[src/assert_macros.svh]
// Assertion macros, included by the top-level RTL file.
`ifndef ASSERT_MACROS_SVH
`define ASSERT_MACROS_SVH
`ifndef SYNTH
// Implication checked at every rising edge, disabled while reset is asserted.
`define ASSERT_CLK(label, clk, rst_n, prop, msg) \
    label: assert property (@(posedge clk) disable iff (!rst_n) prop) else $error(msg);
// Condition that must never be true while out of reset.
`define ASSERT_NEVER(label, clk, rst_n, cond, msg) \
    label: assert property (@(posedge clk) disable iff (!rst_n) !(cond)) else $error(msg);
`else
`define ASSERT_CLK(label, clk, rst_n, prop, msg)
`define ASSERT_NEVER(label, clk, rst_n, cond, msg)
`endif
`endif

[src/lcs_pkg.sv]
// Types and constants of the linear contrast stretch.
package lcs_pkg;

    localparam int PIXEL_BITS = 8;
    localparam logic [PIXEL_BITS-1:0] MAXV = {PIXEL_BITS{1'b1}};

    localparam logic CMD_MEASURE = 1'b0;
    localparam logic CMD_MAP     = 1'b1;

    typedef struct packed {
        logic                  cmd;
        logic [PIXEL_BITS-1:0] pixel;
        logic                  last;
    } t_in_item;

    typedef struct packed {
        logic [PIXEL_BITS-1:0] level;
        logic                  clipped;
    } t_out_item;

    // Measured range, seen by the top level for checking.
    typedef struct packed {
        logic [PIXEL_BITS-1:0] low;
        logic [PIXEL_BITS-1:0] high;
        logic                  restart;
    } t_range;

    // One slot of the divider chain.
    typedef struct packed {
        logic                  valid;
        logic                  force_out;  // level does not come from the quotient
        logic                  force_max;  // forced level is MAXV, else 0
        logic                  clip;
        logic [PIXEL_BITS-1:0] rem;        // partial remainder, below den unless the level is forced
        logic [PIXEL_BITS-1:0] den;
        logic [PIXEL_BITS-1:0] bits;       // numerator low bits in, quotient bits out
    } t_stage;

endpackage

[src/lcs_front.sv]
// Min/max tracker and head cell that seeds the divider chain.
module lcs_front (
    input  logic              i_clk,
    input  logic              i_rst_n,
    input  logic              i_accept,
    input  logic              i_advance,
    input  lcs_pkg::t_in_item i_item,
    output lcs_pkg::t_range   o_range,
    output lcs_pkg::t_stage   o_stage
);
    import lcs_pkg::*;

    logic [PIXEL_BITS-1:0]   r_low, n_low;
    logic [PIXEL_BITS-1:0]   r_high, n_high;
    logic                    r_restart, n_restart;
    t_stage                  r_stage, n_stage;
    logic                    above, below, spread;
    logic [PIXEL_BITS-1:0]   delta;
    logic [2*PIXEL_BITS-1:0] num;

    always_comb begin
        n_low     = r_low;
        n_high    = r_high;
        n_restart = r_restart;
        if (i_accept && i_item.cmd == CMD_MEASURE) begin
            if (r_restart) begin
                n_low     = i_item.pixel;
                n_high    = i_item.pixel;
                n_restart = 1'b0;
            end else begin
                if (i_item.pixel < r_low) begin
                    n_low = i_item.pixel;
                end
                if (i_item.pixel > r_high) begin
                    n_high = i_item.pixel;
                end
            end
            if (i_item.last) begin
                n_restart = 1'b1;
            end
        end
    end

    // num = MAXV * (p - low) = (d << N) - d
    always_comb begin
        above  = i_item.pixel > r_high;
        below  = i_item.pixel < r_low;
        spread = r_high > r_low;
        delta  = i_item.pixel - r_low;
        num    = {delta, {PIXEL_BITS{1'b0}}} - {{PIXEL_BITS{1'b0}}, delta};

        n_stage.valid     = i_accept && i_item.cmd == CMD_MAP;
        n_stage.force_out = !spread || above || below;
        n_stage.force_max = spread && above;
        n_stage.clip      = above || below;
        n_stage.rem       = num[2*PIXEL_BITS-1:PIXEL_BITS];
        n_stage.den       = r_high - r_low;
        n_stage.bits      = num[PIXEL_BITS-1:0];
    end

    always_ff @(posedge i_clk) begin
        if (!i_rst_n) begin
            r_low     <= MAXV;
            r_high    <= '0;
            r_restart <= 1'b1;
        end else begin
            r_low     <= n_low;
            r_high    <= n_high;
            r_restart <= n_restart;
        end
    end

    always_ff @(posedge i_clk) begin
        if (!i_rst_n) begin
            r_stage.valid <= 1'b0;
        end else if (i_advance) begin
            r_stage.valid <= n_stage.valid;
        end
    end

    always_ff @(posedge i_clk) begin
        if (i_advance) begin
            r_stage.force_out <= n_stage.force_out;
            r_stage.force_max <= n_stage.force_max;
            r_stage.clip      <= n_stage.clip;
            r_stage.rem       <= n_stage.rem;
            r_stage.den       <= n_stage.den;
            r_stage.bits      <= n_stage.bits;
        end
    end

    assign o_range = '{low: r_low, high: r_high, restart: r_restart};
    assign o_stage = r_stage;

endmodule

[src/lcs_cell.sv]
// One restoring-division cell: produces one quotient bit per slot.
module lcs_cell (
    input  logic            i_clk,
    input  logic            i_rst_n,
    input  logic            i_advance,
    input  lcs_pkg::t_stage i_stage,
    output lcs_pkg::t_stage o_stage
);
    import lcs_pkg::*;

    t_stage                r_stage, n_stage;
    logic [PIXEL_BITS:0]   trial;
    logic [PIXEL_BITS:0]   diff;
    logic                  fits;

    always_comb begin
        trial   = {i_stage.rem, i_stage.bits[PIXEL_BITS-1]};
        diff    = trial - {1'b0, i_stage.den};
        fits    = trial >= {1'b0, i_stage.den};
        n_stage = i_stage;
        n_stage.rem  = fits ? diff[PIXEL_BITS-1:0] : trial[PIXEL_BITS-1:0];
        n_stage.bits = {i_stage.bits[PIXEL_BITS-2:0], fits};
    end

    always_ff @(posedge i_clk) begin
        if (!i_rst_n) begin
            r_stage.valid <= 1'b0;
        end else if (i_advance) begin
            r_stage.valid <= n_stage.valid;
        end
    end

    always_ff @(posedge i_clk) begin
        if (i_advance) begin
            r_stage.force_out <= n_stage.force_out;
            r_stage.force_max <= n_stage.force_max;
            r_stage.clip      <= n_stage.clip;
            r_stage.rem       <= n_stage.rem;
            r_stage.den       <= n_stage.den;
            r_stage.bits      <= n_stage.bits;
        end
    end

    assign o_stage = r_stage;

endmodule

[src/linear_contrast_stretch.sv]
// Top level of the linear contrast stretch: tracker, divider chain, output register.
//
//  channel | direction | handshake                   | payload
//  --------+-----------+-----------------------------+-------------------------
//  in      | to block  | i_in_valid  / o_in_stall    | t_in_item  {cmd,pixel,last}
//  out     | from block| o_out_valid / i_out_stall   | t_out_item {level,clipped}
//
//  One pixel per clock while not stalled. A map pixel's result passes, after
//  acceptance, one head cell, PIXEL_BITS divider cells (one quotient bit
//  each) and one output register. That chain length sets the latency.
//  Measure pixels update min/max in the cycle they are accepted and make no
//  result. Reset (synchronous, active low) empties the chain and restores
//  min = MAXV, max = 0, restart pending. A stall on the output, while the
//  output register is full, freezes the whole chain and stalls the input.
module linear_contrast_stretch (
    input  logic               i_clk,
    input  logic               i_rst_n,
    input  logic               i_in_valid,
    output logic               o_in_stall,
    input  lcs_pkg::t_in_item  i_in_data,
    output logic               o_out_valid,
    input  logic               i_out_stall,
    output lcs_pkg::t_out_item o_out_data
);
    import lcs_pkg::*;

    `include "assert_macros.svh"

    t_stage    chain [PIXEL_BITS+1];   // chain[0] from head cell, chain[k] after k bits
    t_range    range;
    logic      advance;
    logic      accept;
    logic      r_out_valid;
    t_out_item r_out_data, n_out_data;
    t_stage    tail;

    // The chain moves whenever the output register is empty or being drained.
    assign advance = !r_out_valid || !i_out_stall;
    assign accept  = i_in_valid && advance;

    lcs_front u_front (
        .i_clk     (i_clk),
        .i_rst_n   (i_rst_n),
        .i_accept  (accept),
        .i_advance (advance),
        .i_item    (i_in_data),
        .o_range   (range),
        .o_stage   (chain[0])
    );

    for (genvar k = 0; k < PIXEL_BITS; k++) begin : g_cell
        lcs_cell u_cell (
            .i_clk     (i_clk),
            .i_rst_n   (i_rst_n),
            .i_advance (advance),
            .i_stage   (chain[k]),
            .o_stage   (chain[k+1])
        );
    end

    assign tail = chain[PIXEL_BITS];

    // Flat or empty range and out-of-range pixels bypass the quotient.
    always_comb begin
        n_out_data.clipped = tail.clip;
        if (tail.force_out) begin
            n_out_data.level = tail.force_max ? MAXV : '0;
        end else begin
            n_out_data.level = tail.bits;
        end
    end

    always_ff @(posedge i_clk) begin
        if (!i_rst_n) begin
            r_out_valid <= 1'b0;
        end else if (advance) begin
            r_out_valid <= tail.valid;
        end
    end

    always_ff @(posedge i_clk) begin
        if (advance) begin
            r_out_data <= n_out_data;
        end
    end

    assign o_in_stall  = !advance;
    assign o_out_valid = r_out_valid;
    assign o_out_data  = r_out_data;

    // Restart: the first measure pixel of an image pins both bounds to it.
    `ASSERT_CLK(a_restart_pins, i_clk, i_rst_n, (accept && i_in_data.cmd == CMD_MEASURE && range.restart) |=> (range.low == $past(i_in_data.pixel) && range.high == $past(i_in_data.pixel)), "restart did not pin bounds")
    // Once an image has been measured, the range is never inverted.
    `ASSERT_NEVER(a_range_order, i_clk, i_rst_n, !range.restart && range.low > range.high, "min above max")
    // A finished map transaction at the chain's tail lands in the output register.
    `ASSERT_CLK(a_tail_to_out, i_clk, i_rst_n, (tail.valid && advance) |=> o_out_valid, "result lost at tail")

endmodule
[config.mk]
export PLATFORM = sky130hd
export DESIGN_NAME = linear_contrast_stretch
export DESIGN_NICKNAME = d
export VERILOG_FILES = /design/src/lcs_pkg.sv /design/src/lcs_front.sv /design/src/lcs_cell.sv /design/src/linear_contrast_stretch.sv
export VERILOG_INCLUDE_DIRS = /design/src /design/src/src
export SDC_FILE = /design/constraint.sdc
export NUM_CORES = 1
export LEC_CHECK = 0
export ABC_AREA = 1
export BUFFER_PORTS_ARGS = -buffer_cell sky130_fd_sc_hd__buf_2
export CAP_MARGIN = 20
export CORE_MARGIN = 4
export CORE_UTILIZATION = 55
export DETAILED_ROUTE_END_ITERATION = 12
export PLACE_DENSITY_LB_ADDON = 0.1
export SLEW_MARGIN = 20
export SYNTH_ARGS = -nofsm -noshare
export SYNTH_HDL_FRONTEND = slang
export SYNTH_SLANG_ARGS = --single-unit
[constraint.sdc]
create_clock -name i_clk -period 20.3 [get_ports i_clk]
set_input_delay 4.06 -clock i_clk [delete_from_list [all_inputs] [get_ports i_clk]]
set_output_delay 4.06 -clock i_clk [all_outputs]
set_load 0.1 [all_outputs]
Word level (Yosys, flattened, before mapping)
Index checks and enable logic that the tools add are counted.
{"block": "word_totals", "reg_bits": 263, "input_bits": 14, "out_inout_bits": 11, "word_cells": 119}
{"block": "classes", "addsub": 10, "magnitude_cmp": 11, "n_mux": 14, "bitwise_logic": 1, "n_reduce_logical": 16}
{"op": "two-way mux 8 bit", "n": 13}
{"op": "greater-or-equal comparator 9 x 8 -> 1 bit", "n": 8}
{"op": "subtractor 8 bit", "n": 9}
{"op": "> comparator 8 bit", "n": 2}
{"op": "subtractor 16 x 8 -> 16 bit", "n": 1}
{"op": "< comparator 8 bit", "n": 1}
{"op": "logical AND 1 bit", "n": 4}
{"op": "logical NOT 1 bit", "n": 4}
{"op": "logical OR 1 bit", "n": 4}
{"op": "AND reduction 2 bit", "n": 2}
{"op": "nonzero test 2 bit", "n": 2}
{"op": "two-way mux 1 bit", "n": 1}
{"op": "inverter 1 bit", "n": 1}

Logic depth before layout (Yosys ltp)
{"block": "logic_depth", "ltp_word": 5, "ltp_mapped": 15, "depth_no_buf": 15}

Hierarchy
From an unflattened synthesis, not the netlist that was laid out.
{"block": "unflattened", "cells_unflattened": 1487, "hier_area_um2": 15163.3}
{"mod": "lcs_cell at g_cell[2].u_cell ...", "instances": 4, "cells_each": 138, "area_per_inst_um2": 1495.2, "seq_area_each_um2": 830.8}
{"mod": "lcs_cell at g_cell[0].u_cell ...", "instances": 3, "cells_each": 139, "area_per_inst_um2": 1478.9, "seq_area_each_um2": 830.8}
{"mod": "lcs_front", "instances": 1, "cells_each": 344, "area_per_inst_um2": 2916.5, "seq_area_each_um2": 1171.1}
{"mod": "lcs_cell at g_cell[5].u_cell", "instances": 1, "cells_each": 140, "area_per_inst_um2": 1435.1, "seq_area_each_um2": 830.8}
{"mod": "linear_contrast_stretch", "instances": 1, "cells_each": 34, "area_per_inst_um2": 394.1, "seq_area_each_um2": 290.3}

Worst setup path after synthesis
No wires, ideal clock.
{"block": "synth_path", "path_kind": "input-to-reg", "startpoint": "in i_out_stall", "endpoint": "reg g_cell[0].u_cell.r_stage, in the netlist g_cell[0].u_cell.o_stage[0], enable pin", "setup_time_ns": 0.690, "arrival_ns": 10.668, "t_required_ns": 19.610, "path_slack_ns": 8.942, "cell_stages": 2, "path_buffers": 1, "path_cell_list": "nand2_1 clkbuf_1"}
{"block": "synth_via", "elab_chain_cells": 2}
{"element": "start, declared", "line_no": "linear_contrast_stretch.sv:22", "text": "input logic i_out_stall,"}
{"element": "logical NOT 1 bit", "line_no": "linear_contrast_stretch.sv:38", "text": "assign advance = !r_out_valid || !i_out_stall;"}
{"element": "logical OR 1 bit", "line_no": "linear_contrast_stretch.sv:38"}
{"element": "end, declared", "line_no": "lcs_cell.sv:11", "text": "t_stage r_stage, n_stage;"}
No other way between the ends.
A chain may end at the register's enable or synchronous reset.

Final worst setup path
{"block": "layout_path", "startpoint": "in i_out_stall", "endpoint": "out o_in_stall"}
{"block": "layout_via", "elab_chain_cells": 3}
{"element": "logical NOT 1 bit", "line_no": "linear_contrast_stretch.sv:38"}
{"element": "logical OR 1 bit", "line_no": "linear_contrast_stretch.sv:38"}
{"element": "logical NOT 1 bit", "line_no": "linear_contrast_stretch.sv:87", "text": "assign o_in_stall = !advance;"}
{"element": "end, declared", "line_no": "linear_contrast_stretch.sv:19", "text": "output logic o_in_stall,"}
No other way between the ends.

==> metrics <==
status=finished, final reports clean; Syn Inst Count=1183; hold crit path type=flop to flop; Clock power frac=roughly a quarter; crit-path leading delay family=buffers and inverters; vias in the first global route=7841; vias post-DR=7948; Critical Path Sink Type=output port; Sequential Power Share=around 40%; CTS Hold Bufs=0; Final #Nets=1344; Critical-path top delay cell=buf_2; RSZ-0062 raised after global routing=no; largest net degree at the start of global routing=79; Routed WL=21400 µm; CP Buf/Inv Count=3; Max Cap Viol=0; Ports=25; Tcrit/Tclk final=46.47%; CTS tree=done; most frequent cells in the layout=edfxtp_1, nand2_1, inv_1; post-CTS setup buffers=0; ant diodes=0; GRT Total Usage=~17%; post-synthesis register bit count=263; Worst EP required=16.24 ns; yosys warns=0; layout cells sized above 1=11.12%; most common cell after layout, fill and taps aside=edfxtp_1; Syn Area/Cell=10.99 µm²; critical path peak fanout=51; Congestion Overflow GR=0; Seq/Total Area, Yosys=58.66%; syn nets=1297; most used cell, CP=buf_2; PostCTS Resize Cnt=0; Setup Crit Path Kind=primary input to output port; total die area=roughly 0.026 mm²; CP Data Arrival Time=5.37 ns; Crit path largest cell delay=0.49 ns; drt wl/cell=roughly 14 µm; LEAKAGE=6.490 nW; Clk Latency, worst-skew pair=about 0.54 ns; Bufs on Longest Clock Path=3; Max transition margin=37.07%; Max IR drop VDD=between 0.07 and 0.08 mV; NetSw=about 0.74 mW; Fin. Hold Viols=0; clk sinks=between 200 and 300; Root Buffer=clkbuf_16; crit-path cells=buf_2 > nand2_4 > inv_1 > buf_2; FF+latch area=0.007627 mm²; row cnt=55; Final Setup Violations=0; fill cell count=1830; Post-Syn Area=between 0.01 and 0.015 mm²; Unique masters post-synth=45; global-route wire length before repair=36620 µm; clock skew=0.02634 ns; Setup TNS=0 ns; Die Wd=161.8 µm; hold slack=0.3919 ns; Initial DRT Pass Iterations=5; core area=0.02292 mm²; Internal Power=1.439 mW; Post-DRT Antenna Nets=0; worst-margin pin slew=0.9439 ns; Power Density=150.7 mW/mm²; Initial Util=56.74%; fmax=roughly 0.11 GHz; Area growth syn-to-layout=11.15%; Initial DRC Count=about 460; CP startpoint kind=primary input; Final min period=9.434 ns; DP HPWL=15570 µm; Max Slew Vio Count=0; routability cong.=0.8943; area of the multi-input gates=~0.0046 mm²; Die H=roughly 160 µm; Comb pwr share=35.8%; switching share of power=33.91%; CTS clk-pin slew, worst paths=0.06 ns; CTS H-Tree Depth=1; DR DRC count=0; I/O Buffers=24; initial antenna violation count=0; CTS Buf Count=28; DR vias/cell=5.085
## sequential cells by signal (all words and copies together) (netlist names)
name,flops
o_out_valid,1
u_front.r_restart,1
g_cell.u_cell.o_stage,208
u_front.r_low,8
u_front.r_high,8
o_out_data,9
u_front.o_stage,28
## power groups by stage
| stage | Clock (mW) | Sequential (mW) | Combinational [mW] |
|---|---|---|---|
| 5_1_grt | 0.571 | 0.879 | 0.900 |
| 6_report | 0.534 | 0.864 | 0.780 |
| 4_1_cts | 0.545 | 0.866 | 0.784 |
| 3_3_place_gp | 0 | 0.872 | 0.757 |
| 2_1_floorplan | 0 | 0.855 | 0.644 |
| 3_5_place_dp | 0 | 0.877 | 0.778 |
## layer usage
metal  share of wire (%)  GRT usage, %  vias up  routed length, µm
met5                   0             0        -                  0
met4                 2.4         4.960        0                512
met3                 2.4         2.208       36                515
met2                  54         32.46       85              11540
met1                  41         19.60     3712               8825
li1                    -             -     4115                  -
## through the flow
| stage | power, mW | setup slack (ns) | util, % | instances | area (µm²) |
|---|---|---|---|---|---|
| floorplan | 1.500 | 8.942 | - | 1183 | 13000 |
| global placement | 1.629 | 10.84 | 58.77 | 1513 | 13470 |
| detailed placement | 1.655 | 10.83 | 58.77 | 1513 | 13470 |
| CTS | 2.195 | 10.83 | 63.05 | 1563 | 14450 |
| global route | 2.350 | 10.74 | 63.07 | 1563 | 14450 |
| finish | 2.178 | 10.87 | 63.07 | 1563 | 14450 |
## final timing paths
check	start	to	slack, ns	depth (start not counted)
setup / recovery	i_out_stall	o_in_stall	10.87	4
hold / removal	u_front.o_stage[24]	g_cell[0].u_cell.o_stage[24]	0.39	0
setup reg to reg	o_out_valid	g_cell[1].u_cell.o_stage[0]	17.51	3
hold reg to reg	u_front.o_stage[24]	g_cell[0].u_cell.o_stage[24]	0.39	0
## cell usage after synthesis, drive strengths merged
library cell / number / share of area (%)
nor3b: 2 / 0.12
a21oi: 48 / 2.0
a211oi: 2 / 0.19
or2: 6 / 0.31
a31oi: 2 / 0.096
o21a: 5 / 0.29
and3: 1 / 0.048
o21bai: 11 / 0.75
xor2: 28 / 1.9
clkbuf: 5 / 0.14
clkinv: 1 / 0.029
edfxtp: 236 / 55
nand4: 16 / 1.0
nor2: 68 / 2.1
ha: 91 / 8.8
nor4: 1 / 0.048
nand2: 236 / 7.5
o21ai: 53 / 2.2
o211ai: 5 / 0.29
a21o: 14 / 0.81
o31ai: 6 / 0.45
buf: 5 / 0.44
inv: 190 / 5.5
fa: 9 / 1.4
dfxtp: 27 / 4.2
nand3b: 3 / 0.17
xnor2: 18 / 1.2
nor3: 8 / 0.31
nand3: 86 / 3.3
## cells by family after synthesis
kind of cell,Yosys count,synth area share (%)
AND/OR/NAND/NOR,427,14.92
flip-flops,263,58.66
buffers and inverters,201,6.101
AO/OA/AOI/OAI,146,7.025
adder cells (fa/ha/maj),100,10.14
XOR/XNOR,46,3.156
## layout make-up
cell class,instances,area share (%)
timing repair buffer,27,0.9869
multi-input combinational,719,31.79
sequential,263,52.77
clock buffer,29,4.874
inverter,191,4.961
tap,313,2.710
clock inverter,21,1.905
(Power assumes the default switching activity.)
